===== config.mk =====
export PLATFORM = sky130hd
export DESIGN_NAME = fpa_div
export DESIGN_NICKNAME = d
export VERILOG_FILES = /design/src/sv/fpa_pkg.sv /design/src/sv/fpa_div.sv
export SDC_FILE = /design/constraint.sdc
export NUM_CORES = 2
export LEC_CHECK = 0
export BUFFER_PORTS_ARGS = -buffer_cell sky130_fd_sc_hd__buf_4
export CAP_MARGIN = 20
export CORE_ASPECT_RATIO = 0.6
export CORE_MARGIN = 2
export CORE_UTILIZATION = 47
export DETAILED_ROUTE_END_ITERATION = 8
export HOLD_SLACK_MARGIN = 0.03
export PLACE_DENSITY = 0.67
export SETUP_SLACK_MARGIN = 0.2
export SYNTH_ARGS = -nofsm -noshare
export SYNTH_HDL_FRONTEND = slang
export SYNTH_MEMORY_MAX_BITS = 65536
export SYNTH_SLANG_ARGS = --single-unit

===== constraint.sdc =====
create_clock -name i_clk -period 6.2 [get_ports i_clk]
set_clock_uncertainty 0.15 [all_clocks]
set_input_delay 0.62 -clock i_clk [delete_from_list [all_inputs] [get_ports i_clk]]
set_output_delay 0.62 -clock i_clk [all_outputs]
set_load 0.005 [all_outputs]

===== src/sv/fpa_pkg.sv =====
`timescale 1ns / 1ps
// Shared types, action codes and latency constants of the fixed-point arithmetic unit.
package fpa_pkg;

    localparam int FRAC_BITS_DEF = 8;
    localparam int DIV_STEPS     = 32;
    localparam int DIV_LAT       = DIV_STEPS + 2;
    localparam int FAST_LAT      = 3;
    localparam int ITEM_LAT      = DIV_LAT + 1;

    localparam logic signed [63:0] MAX_POS = 64'sd2147483647;
    localparam logic signed [63:0] MIN_NEG = -64'sd2147483648;
    localparam logic [31:0] SAT_POS = 32'h7FFF_FFFF;
    localparam logic [31:0] SAT_NEG = 32'h8000_0000;

    typedef enum logic [3:0] {
        ACT_ADD        = 4'd0,
        ACT_SUB        = 4'd1,
        ACT_MUL        = 4'd2,
        ACT_DIV        = 4'd3,
        ACT_MIN        = 4'd4,
        ACT_MAX        = 4'd5,
        ACT_CMP        = 4'd6,
        ACT_INC        = 4'd7,
        ACT_DEC        = 4'd8,
        ACT_FROM_INT   = 4'd9,
        ACT_FROM_FLOAT = 4'd10,
        ACT_TO_INT     = 4'd11,
        ACT_TO_FLOAT   = 4'd12
    } t_action;

    typedef enum logic [1:0] {
        FC_ZERO,
        FC_NORM,
        FC_LIMIT,
        FC_NAN
    } t_fcls;

    typedef struct packed {
        logic [3:0]  action;
        logic [31:0] operand_a;
        logic [31:0] operand_b;
    } t_in;

    typedef struct packed {
        logic [31:0] result;
        logic        a_less;
        logic        a_equal;
        logic        a_greater;
        logic        divide_by_zero;
        logic        saturated;
    } t_out;

    typedef struct packed {
        logic [31:0] result;
        logic        saturated;
    } t_part;

    typedef struct packed {
        logic lt;
        logic eq;
        logic gt;
    } t_flags;

endpackage


===== src/sv/fpa_div.sv =====
`timescale 1ns / 1ps
// Pipelined restoring divider, one quotient bit per stage, with sign fix and clamp.
module fpa_div
    import fpa_pkg::*;
#(
    parameter int FRAC_BITS = FRAC_BITS_DEF
) (
    input  logic  i_clk,
    input  t_in   i_item,
    output t_part o_part,
    output logic  o_dz
);

    localparam int NW = 32 + FRAC_BITS;

    logic [31:0]   na;
    logic [31:0]   nb;
    logic [NW-1:0] num;

    logic [31:0] r_rem [DIV_STEPS];
    logic [31:0] r_low [DIV_STEPS];
    logic [31:0] r_q   [DIV_STEPS+1];
    logic [31:0] r_d   [DIV_STEPS+1];
    logic        r_neg [DIV_STEPS+1];
    logic        r_ovf [DIV_STEPS+1];
    logic        r_dz  [DIV_STEPS+1];

    t_part n_part;
    t_part r_part;
    logic  r_dzo;

    assign na  = i_item.operand_a[31] ? (32'd0 - i_item.operand_a) : i_item.operand_a;
    assign nb  = i_item.operand_b[31] ? (32'd0 - i_item.operand_b) : i_item.operand_b;
    assign num = {na, {FRAC_BITS{1'b0}}};

    always_ff @(posedge i_clk) begin
        r_rem[0] <= 32'(num[NW-1:32]);
        r_low[0] <= num[31:0];
        r_q[0]   <= '0;
        r_d[0]   <= nb;
        r_neg[0] <= i_item.operand_a[31] ^ i_item.operand_b[31];
        r_ovf[0] <= 32'(num[NW-1:32]) >= nb;
        r_dz[0]  <= i_item.operand_b == 32'd0;
    end

    for (genvar g = 0; g < DIV_STEPS; g++) begin : g_step
        logic [32:0] rr;
        logic        ge;
        assign rr = {r_rem[g], r_low[g][31]};
        assign ge = rr >= {1'b0, r_d[g]};
        always_ff @(posedge i_clk) begin
            r_q[g+1]   <= {r_q[g][30:0], ge};
            r_d[g+1]   <= r_d[g];
            r_neg[g+1] <= r_neg[g];
            r_ovf[g+1] <= r_ovf[g];
            r_dz[g+1]  <= r_dz[g];
        end
        if (g < DIV_STEPS - 1) begin : g_carry
            always_ff @(posedge i_clk) begin
                r_rem[g+1] <= ge ? 32'(rr - {1'b0, r_d[g]}) : rr[31:0];
                r_low[g+1] <= {r_low[g][30:0], 1'b0};
            end
        end
    end

    always_comb begin
        if (r_dz[DIV_STEPS]) begin
            n_part = '{result: 32'd0, saturated: 1'b0};
        end else if (r_ovf[DIV_STEPS]) begin
            n_part = '{result: r_neg[DIV_STEPS] ? SAT_NEG : SAT_POS, saturated: 1'b1};
        end else if (r_neg[DIV_STEPS]) begin
            if (r_q[DIV_STEPS] > 32'h8000_0000) begin
                n_part = '{result: SAT_NEG, saturated: 1'b1};
            end else begin
                n_part = '{result: 32'd0 - r_q[DIV_STEPS], saturated: 1'b0};
            end
        end else if (r_q[DIV_STEPS] > 32'h7FFF_FFFF) begin
            n_part = '{result: SAT_POS, saturated: 1'b1};
        end else begin
            n_part = '{result: r_q[DIV_STEPS], saturated: 1'b0};
        end
    end

    always_ff @(posedge i_clk) begin
        r_part <= n_part;
        r_dzo  <= r_dz[DIV_STEPS];
    end

    assign o_part = r_part;
    assign o_dz   = r_dzo;

endmodule


==> impl_metrics.csv <==
group,metric,value,unit
critical_path,crit_arrival,5770,ps
sta,hold_viol,0,
route,drt-total-wl,314000,um
placement,post_dp_cell_area,0.132,mm^2
critical_path,critPathMaxFanout,4,
logic_synthesis,synth_fp_nets,14200,
critical_path,path_class,"input pin to register",
logic_synthesis,synth_area_per_cell,9.71,um^2
route,vias_per_cell,5.37,
grt,grt_pass1_wl,485000,um
sta,fmax,0.192,GHz
critical_path,crit_required,6760,ps
logic_synthesis,netlist_top_cells_count,"dfxtp_1 (2,985), inv_1 (1,303), ha_1 (1,011), a21oi_1 (929), nor2_1 (773)",
route,drtIter0Drc,8424,
pwr,p_per_area,591,mW/mm^2
clock_network,cts_htree_levels,5,
logic_synthesis,ys_seq_area_share,46.9,%
die,fp.dieH,407,um
grt,track_usage,22.0,%
placement,routabilityCongestion,0.941,
clock_network,cts_resized,0,
logic_synthesis,yosys.area.top_type,"dfxtp_1",
grt,grt_pass1_vias,84700,
job,cap_viol_max_count,0,
sta,setup-tns-final,0,ps
logic_synthesis,ys_ff_latch,2985,
critical_path,end_kind,"register",
die,start_util,47.4,%
die,std_cell_rows,147,
route,route.detailed.drc,0,
clock_network,cts_tree,"built",
logic_synthesis,post-synth-top-area-fraction,46.9,%
grt,grt_max_degree,60,
sta,tightest_slew,1210,ps
pwr,power.leakage,65.3,nW
sta,setup_viol,0,
grt,overflow,0,
final_layout,nNetsFinal,14400,
status,outcome,"complete, no violations",
sta,rsz0062_at_grt,"false",
grt,antenna_found_initial,22,
sta,drv_slew,0,
logic_synthesis,synth.area.top_cells,"dfxtp_1 (47%), ha_1 (9.9%), mux2_2 (3.9%)",
clock_network,hold_buffers,81,
min_path,hold_path_class,"input pin to register",
final_layout,area_growth,11.5,%
clock_network,clock_latency,840,ps
die,io_pins,103,
logic_synthesis,synth.distinct_cells,96,
logic_synthesis,ys_async_sr_fraction,0,%
final_layout,fillCellCount,23700,
placement,hpwl,243000,um
route,drt.antenna.violating_nets,0,
logic_synthesis,synth_most_common_cell,"dfxtp_1",
route,avgRoutedWirePerCell,18.3,um
pwr,peakVddDrop,0.263,mV
placement,io_buffers,98,
clock_network,clock_sinks,2985,
sta,relSlewSlack,18.5,%
logic_synthesis,synth_flop_cell,"dfxtp_1",
clock_network,cts_made_buffers,272,
die,dieArea,0.275,mm^2
sta,period_needed,5210,ps
clock_network,cts-root-buf,"clkbuf_16",
final_layout,seqCellArea,0.0598,mm^2
route,detailroute.via_count,92000,
logic_synthesis,postSynthCellCount,13100,
route,firstDrtPassIters,6,
logic_synthesis,syn_area,0.127,mm^2
critical_path,startpoint_type,"input pin",
clock_network,cts.clk_slew.worst_paths,70,ps
die,core-area,0.268,mm^2
clock_network,post-cts-setup-buffer-count,0,
final_layout,multi_input_area,0.0617,mm^2
logic_synthesis,synth-edff-count,0,
sta,fin_crit_sh,84.0,%
die,die_w,676,um
logic_synthesis,yosys_warnings,0,
final_layout,drive_gt1_share,8.66,%
final_layout,stdcell_area,0.142,mm^2
clock_network,cts_buffer_depth,4,
[per-stage QoR]
stage,setup slack (ps),instances,util (%),hold WS (ps),power [mW]
detailed placement,923,16500,49.1,162,65.7
finish,992,17100,52.9,125,83.9
CTS,1230,17100,52.9,32.0,83.5
floorplan,1650,13100,-,160,56.1
global placement,934,16500,49.1,160,65.3
global route,724,17100,52.9,75.4,89.5
[kinds of logic after synthesis]
family / Yosys count / synth area share, %
buffers and inverters: 1592 / 4.74
muxes: 525 / 4.67
xor gates and xnor gates: 818 / 5.63
and+or+nand+nor: 2859 / 11.0
adders and majority gates: 1042 / 10.4
AOI/OAI and AO/OA: 3289 / 16.6
DFF: 2985 / 46.9
[power by group]
part           internal (mW)  total, mW  switching (mW)
Clock                   10.0       17.3            7.33
Combinational           17.1       38.4            21.2
Sequential              24.7       28.2            3.50
[routing by layer]
layer / vias to the layer above / wire length, um / track usage (%) / part of all wire [%]
li1: 46000 / - / - / -
met1: 42500 / 161000 / 34.7 / 51
met2: 3035 / 115000 / 28.7 / 37
met3: 370 / 32000 / 6.94 / 10
met4: 12 / 5420 / 4.21 / 1.7
met5: - / 73 / 0 / 0.023
[final timing paths]
check	start	endpoint	slack [ps]	cells past startpoint
max reg2reg	r_d[0][740]	r_rem[1][259]	1220	12
min	i_item[1]	r_d[0][1]	130	3
max	i_item[36]	r_ovf[0]	990	21
min reg2reg	r_q[24][21]	r_q[25][22]	140	0
[registers in the layout, indices dropped and copies added, names as in the netlist]
register,count
r_d,1024
r_rem,1000
r_q,528
r_low,300
o_part,33
r_dz,33
r_neg,33
r_ovf,33
o_dz,1
[placed cells by master, fill, tap and decap left out, types with 47 or more instances in the layout]
cell type,count
o21bai_1,101
a21oi_1,921
o21a_1,148
mux2_2,445
and2_1,67
o21ai_0,681
o31a_1,50
nand4_1,166
nor3_1,178
buf_4,141
inv_1,1303
ha_1,1011
and3_1,123
or3_1,53
a21boi_0,51
a31oi_1,104
nor2_1,773
a211oi_1,112
nand3_1,189
dfxtp_1,2984
xor2_1,286
o31ai_1,85
nand2_1,745
dlygate4sd3_1,81
clkbuf_16,280
nor2b_1,155
o211ai_1,56
mux2i_1,54
xnor2_1,532
a21o_1,586
or2_2,47
nand2b_1,170
[cell type report]
class	count	area share (%)
Tap cell	3576	3.15
Multi-Input combinational cell	8533	43.4
Clock inverter	118	1.09
Antenna cell	7	0.0123
Clock buffer	360	5.41
Inverter	1308	3.46
Sequential cell	2985	42.1
Timing Repair Buffer	224	1.34
[critical path, stage by stage]
cell	delay, ps
dlygate4sd3_1	540
buf_4	150
nor4_1	410
nand2_1	220
or3_1	430
or2_2	380
nand2b_1	180
or4_1	590
o31ai_1	310
xor2_1	240
ha_1	260
nand2b_1	150
a21o_1	180
a21o_1	170
a21o_1	170
a21oi_1	140
nor2b_1	70
o21ai_0	160
nand2b_1	80
a21oi_1	250
nor4_2	90
Note: power is estimated with default switching activity, not from simulation.
