===== src/sv/fpa_pkg.sv =====
`timescale 1ns / 1ps
// Shared types, action codes and latency constants of the fixed-point arithmetic unit.
package fpa_pkg;

    localparam int FRAC_BITS_DEF = 8;
    localparam int DIV_STEPS     = 32;
    localparam int DIV_LAT       = DIV_STEPS + 2;
    localparam int FAST_LAT      = 3;
    localparam int ITEM_LAT      = DIV_LAT + 1;

    localparam logic signed [63:0] MAX_POS = 64'sd2147483647;
    localparam logic signed [63:0] MIN_NEG = -64'sd2147483648;
    localparam logic [31:0] SAT_POS = 32'h7FFF_FFFF;
    localparam logic [31:0] SAT_NEG = 32'h8000_0000;

    typedef enum logic [3:0] {
        ACT_ADD        = 4'd0,
        ACT_SUB        = 4'd1,
        ACT_MUL        = 4'd2,
        ACT_DIV        = 4'd3,
        ACT_MIN        = 4'd4,
        ACT_MAX        = 4'd5,
        ACT_CMP        = 4'd6,
        ACT_INC        = 4'd7,
        ACT_DEC        = 4'd8,
        ACT_FROM_INT   = 4'd9,
        ACT_FROM_FLOAT = 4'd10,
        ACT_TO_INT     = 4'd11,
        ACT_TO_FLOAT   = 4'd12
    } t_action;

    typedef enum logic [1:0] {
        FC_ZERO,
        FC_NORM,
        FC_LIMIT,
        FC_NAN
    } t_fcls;

    typedef struct packed {
        logic [3:0]  action;
        logic [31:0] operand_a;
        logic [31:0] operand_b;
    } t_in;

    typedef struct packed {
        logic [31:0] result;
        logic        a_less;
        logic        a_equal;
        logic        a_greater;
        logic        divide_by_zero;
        logic        saturated;
    } t_out;

    typedef struct packed {
        logic [31:0] result;
        logic        saturated;
    } t_part;

    typedef struct packed {
        logic lt;
        logic eq;
        logic gt;
    } t_flags;

endpackage


===== src/sv/fpa_conv.sv =====
`timescale 1ns / 1ps
// Three-stage IEEE single conversions in both directions.
module fpa_conv
    import fpa_pkg::*;
#(
    parameter int FRAC_BITS = FRAC_BITS_DEF
) (
    input  logic  i_clk,
    input  t_in   i_item,
    output t_part o_part
);

    localparam logic [7:0] EXP_BIAS = 8'(127 - FRAC_BITS);

    logic [7:0]        ex;
    logic [7:0]        exu;
    logic [22:0]       fr;
    logic [23:0]       man;
    logic signed [9:0] sh;
    t_fcls             n_cls;
    logic [31:0]       n_tmag;

    t_fcls             r_cls;
    logic              r_fneg;
    logic [23:0]       r_man;
    logic signed [9:0] r_sh;
    logic              r_tneg;
    logic [31:0]       r_tmag;
    logic [3:0]        r_act1;

    logic [4:0]        k;
    logic [63:0]       n_mag;
    logic [4:0]        n_tp;

    t_fcls             r_cls2;
    logic              r_fneg2;
    logic [63:0]       r_mag;
    logic              r_tneg2;
    logic [31:0]       r_tmag2;
    logic [4:0]        r_tp;
    logic              r_tz;
    logic [3:0]        r_act2;

    t_part             n_from;
    logic [31:0]       n_to;
    logic [31:0]       nm;
    logic [24:0]       m25;
    logic              up;
    logic [7:0]        n_ex;
    t_part             r_part;

    assign ex  = i_item.operand_a[30:23];
    assign fr  = i_item.operand_a[22:0];
    assign man = {ex != 8'd0, fr};
    assign exu = (ex == 8'd0) ? 8'd1 : ex;
    assign sh  = $signed({2'b00, exu} + 10'(FRAC_BITS) - 10'd150);

    always_comb begin
        if (ex == 8'hFF) begin
            n_cls = (fr != 23'd0) ? FC_NAN : FC_LIMIT;
        end else if (man == 24'd0) begin
            n_cls = FC_ZERO;
        end else if (sh >= 10'sd40) begin
            n_cls = FC_LIMIT;
        end else if (sh < -10'sd25) begin
            n_cls = FC_ZERO;
        end else begin
            n_cls = FC_NORM;
        end
        n_tmag = i_item.operand_a[31] ? (32'd0 - i_item.operand_a) : i_item.operand_a;
    end

    always_comb begin
        k = 5'(-r_sh);
        if (r_sh >= 10'sd0) begin
            n_mag = {40'd0, r_man} << r_sh[5:0];
        end else begin
            n_mag = ({40'd0, r_man} + (64'd1 << 5'(k - 5'd1))) >> k;
        end
        n_tp = '0;
        for (int i = 0; i < 32; i++) begin
            if (r_tmag[i]) begin
                n_tp = 5'(i);
            end
        end
    end

    always_comb begin
        n_from = '{result: 32'd0, saturated: 1'b0};
        case (r_cls2)
            FC_NAN:   n_from = '{result: 32'd0, saturated: 1'b1};
            FC_LIMIT: n_from = '{result: r_fneg2 ? SAT_NEG : SAT_POS, saturated: 1'b1};
            FC_NORM: begin
                if (r_fneg2) begin
                    if (r_mag > 64'h8000_0000) begin
                        n_from = '{result: SAT_NEG, saturated: 1'b1};
                    end else begin
                        n_from = '{result: 32'(64'd0 - r_mag), saturated: 1'b0};
                    end
                end else if (r_mag > 64'h7FFF_FFFF) begin
                    n_from = '{result: SAT_POS, saturated: 1'b1};
                end else begin
                    n_from = '{result: r_mag[31:0], saturated: 1'b0};
                end
            end
            default:  n_from = '{result: 32'd0, saturated: 1'b0};
        endcase

        nm   = r_tmag2 << (5'd31 - r_tp);
        up   = nm[7] && ((nm[6:0] != 7'd0) || nm[8]);
        m25  = {1'b0, nm[31:8]} + {24'd0, up};
        n_ex = 8'(r_tp) + EXP_BIAS + {7'd0, m25[24]};
        if (r_tz) begin
            n_to = 32'd0;
        end else begin
            n_to = {r_tneg2, n_ex, m25[24] ? 23'd0 : m25[22:0]};
        end
    end

    always_ff @(posedge i_clk) begin
        r_cls   <= n_cls;
        r_fneg  <= i_item.operand_a[31];
        r_man   <= man;
        r_sh    <= sh;
        r_tneg  <= i_item.operand_a[31];
        r_tmag  <= n_tmag;
        r_act1  <= i_item.action;

        r_cls2  <= r_cls;
        r_fneg2 <= r_fneg;
        r_mag   <= n_mag;
        r_tneg2 <= r_tneg;
        r_tmag2 <= r_tmag;
        r_tp    <= n_tp;
        r_tz    <= r_tmag == 32'd0;
        r_act2  <= r_act1;

        if (r_act2 == ACT_TO_FLOAT) begin
            r_part <= '{result: n_to, saturated: 1'b0};
        end else begin
            r_part <= n_from;
        end
    end

    assign o_part = r_part;

endmodule


===== config.mk =====
export PLATFORM = sky130hd
export DESIGN_NAME = fpa_conv
export DESIGN_NICKNAME = d
export VERILOG_FILES = /design/src/sv/fpa_pkg.sv /design/src/sv/fpa_conv.sv
export SDC_FILE = /design/constraint.sdc
export NUM_CORES = 1
export LEC_CHECK = 0
export ABC_AREA = 1
export BUFFER_PORTS_ARGS = -buffer_cell sky130_fd_sc_hd__buf_4
export CAP_MARGIN = 0
export CORE_MARGIN = 4
export CORE_UTILIZATION = 60
export CTS_BUF_LIST = sky130_fd_sc_hd__clkbuf_16
export DETAILED_ROUTE_END_ITERATION = 6
export PLACE_DENSITY = 0.79
export SYNTH_ARGS = -nofsm -noshare
export SYNTH_HDL_FRONTEND = slang
export SYNTH_SLANG_ARGS = --single-unit

===== constraint.sdc =====
create_clock -name i_clk -period 12.2 [get_ports i_clk]
set_clock_uncertainty 0.1 [all_clocks]
set_input_delay 1.83 -clock i_clk [delete_from_list [all_inputs] [get_ports i_clk]]
set_output_delay 1.83 -clock i_clk [all_outputs]
set_load 0.01 [all_outputs]

==> impl_metrics.py <==
metrics = {
    "power": {
        "power.density_nw_per_um2": 136,
        "power_mw": 2.21,
        "leakage_nw": 7.60,
        "irDropWorstVdd_mv": 0.117,
    },
    "floorplan": {
        "row_count": 57,
        "start_util": 0.615,
        "die_area_um2": 27700,
        "ioPinCount": 102,
        "die_h_um": 166,
        "core_area_um2": 24500,
        "die_w_um": 166,
    },
    "worst_setup_path": {
        "critical_path_class": "reg2reg",
        "crit_fanout": 37,
        "worstSetupEndpointType": "register",
        "arrival_ps": 7260,
        "crit_required_ps": 12480,
        "start_kind": "register",
    },
    "clocking": {
        "clk_latency_ps": 500,
        "cts_setup_buffers": 0,
        "root_buffer": "clkbuf_16",
        "clkSinkCount": 211,
        "clk_pin_slew_ps": 60,
        "hold_buffers": 0,
        "cts_made_buffers": 23,
        "cts.path.max_buffers": 3,
        "htree_levels": 1,
        "cts_tree": "yes",
        "cts_resized": 0,
    },
    "placed_design": {
        "place_hpwl_um": 37100,
        "routabilityCongestion": 0.966,
        "place_ws_ps": 5380,
        "io_buffers": 69,
        "place_inst": 2668,
    },
    "logic_synthesis": {
        "yosysTopAreaCellShare": 0.281,
        "synth.top_cells.by_area": "dfxtp_1 28%, nand2_1 16%, o21ai_0 6.8%",
        "syn_area_per_cell_um2": 6.35,
        "synth_top_cell_by_area": "dfxtp_1",
        "ys_seq_area_frac": 0.281,
        "syn_area_um2": 15000,
        "syn_nets": 2477,
        "synth_ff_type": "dfxtp_1",
        "synth-edff-count": 0,
        "synth_common_cells": "657 x nand2_1, 211 x dfxtp_1, 205 x inv_1, 205 x o21ai_0, 201 x nor2_1",
        "ys_warn_count": 0,
        "synthArstFlopShare": 0,
        "ys_types": 73,
        "ys_ff_latch": 211,
        "synth.most_common_cell": "nand2_1",
        "syn_inst": 2371,
    },
    "route": {
        "wl_um": 47300,
        "via_per_inst": 5.80,
        "vias": 15700,
        "dr.pass1.iters": 6,
        "drcViolationCount": 0,
        "routedWlPerCell_um": 17.5,
        "final_antenna_net_count": 0,
        "first_iter_violations": 1694,
    },
    "sta": {
        "tightest_slew_ps": 1040,
        "fin_crit_ps": 6980,
        "maxSlewViolCount": 0,
        "slew_headroom": 0.307,
        "setup_viol": 0,
        "setup_tns_ps": 0,
        "rsz0062_at_grt": "no",
        "hold_viol": 0,
        "finalWorstSetupSlack_ps": 5220,
        "period_share": 0.572,
        "fmax_ghz": 0.143,
    },
    "grt": {
        "grt_pass1_wl_um": 74800,
        "grt_pass1_vias": 14100,
        "antenna_found_initial": 0,
        "grt_max_degree": 64,
        "grt_overflow": 0,
        "grt.total_usage": 0.326,
    },
    "run": {
        "max_cap_viol_count": 0,
    },
    "final_layout": {
        "drive_gt1_frac": 0.0994,
        "stdcell_count": 2708,
        "finalNetCount": 2475,
        "antennaDiodeCount": 0,
        "syn2layout_area_growth_pct": 7.45,
        "finish.utilization": 0.661,
    },
    "run_status": {
        "outcome": "finished, final reports clean",
    },
    "min_path": {
        "min_path_type": "reg2reg",
    },
}
==> layout by cell type, fill, tap and decap left out, drive strengths merged <==
cell	count
nor2	218
nand2	672
nor4	12
o41ai	1
o32ai	4
a32o	3
o31a	1
nand3	207
clkinv	10
nor3	49
a21oi	84
fa	1
o31ai	6
a21o	2
nor3b	2
ha	36
clkbuf	23
nand4	24
a221o	1
inv	238
mux2i	13
buf	81
o221ai	7
a41oi	4
nand3b	1
o21bai	3
a31oi	26
dfxtp	211
xor2	67
and3	2
and2	2
a31o	1
o22ai	20
o21ai	289
o211ai	8
clkinvlp	1
xnor2	21
a21boi	4
or2	21
o21a	8
==> metrics by stage <==
stage / cell area (µm²) / hold slack [ps]
floorplan: 15000 / 210
global placement: 15500 / 213
detailed placement: 15500 / 213
CTS: 16200 / 225
global route: 16200 / 241
finish: 16200 / 221
==> flip-flops by register name (all words and copies together) (netlist names), 2 cells and up <==
| signal | count |
|---|---|
| r_tmag | 31 |
| r_sh | 7 |
| r_cls2 | 2 |
| r_act1 | 4 |
| r_mag | 64 |
| r_act2 | 4 |
| r_tp | 5 |
| o_part | 33 |
| r_cls | 2 |
| r_tmag2 | 32 |
| r_man | 24 |
==> logic make-up (layout without fill, tap and decap cells) <==
kind of cell | after synthesis | count (layout) | share of synthesized area
AOI/OAI and AO/OA | 472 | 472 | 0.180
xor gates and xnor gates | 88 | 88 | 0.0530
adders and majority gates | 37 | 37 | 0.0313
buffers and inverters | 340 | 353 | 0.0965
DFF | 211 | 211 | 0.281
muxes | 13 | 13 | 0.00865
and+or+nand+nor | 1210 | 1210 | 0.350
==> report_power, final <==
part | switching [mW] | internal (mW) | leakage [nW]
sequential | 0.0539 | 0.762 | 1.76
clock | 0.271 | 0.345 | 0.351
combinational | 0.529 | 0.245 | 5.49
==> final timing paths <==
kind / start / endpoint / slack (ps) / cells after the start
worst max-delay path: r_sh[1]$_DFF_P_ / r_mag[2]$_DFF_P_ / 5220 / 26
worst min-delay path: r_act1[3]$_DFF_P_ / r_act2[3]$_DFF_P_ / 220 / 0
worst max register to register: r_sh[1]$_DFF_P_ / r_mag[2]$_DFF_P_ / 5220 / 26
worst min register to register: r_act1[3]$_DFF_P_ / r_act2[3]$_DFF_P_ / 220 / 0
==> critical path: stages (launching register included) <==
cell,delay (ps)
dfxtp_1,980
inv_4,290
ha_1,390
ha_1,300
buf_4,240
inv_2,500
nand3_2,190
xor2_2,820
nor2_1,90
ha_1,260
fa_1,420
nand3_1,90
nand2_1,110
a21oi_2,280
o21bai_1,200
a21boi_1,290
inv_1,70
nand2_1,110
nand2_1,60
nand2_1,60
nand2_1,110
o21ai_0,200
nand2_1,100
nand3_1,120
a21oi_1,100
a31oi_1,270
nand2_1,80
==> routing by layer <==
metal	GRT usage	vias to the layer above	routed length, µm
met5	0	-	0
met4	0.127	0	2110
met3	0.0352	130	3550
met2	0.514	758	20700
met1	0.462	7016	21000
li1	-	7812	-
==> cell type report <==
class / instances / area, µm²
multi-input cells: 1820 / 9370
fillers: 2320 / 8300
flip-flops and latches: 211 / 4230
inverters: 232 / 888
repair buffers: 81 / 608
clock buffers: 23 / 576
well taps: 324 / 405
clock inverters: 17 / 93.8
No activity file was read; power rests on OpenSTA's default activity.
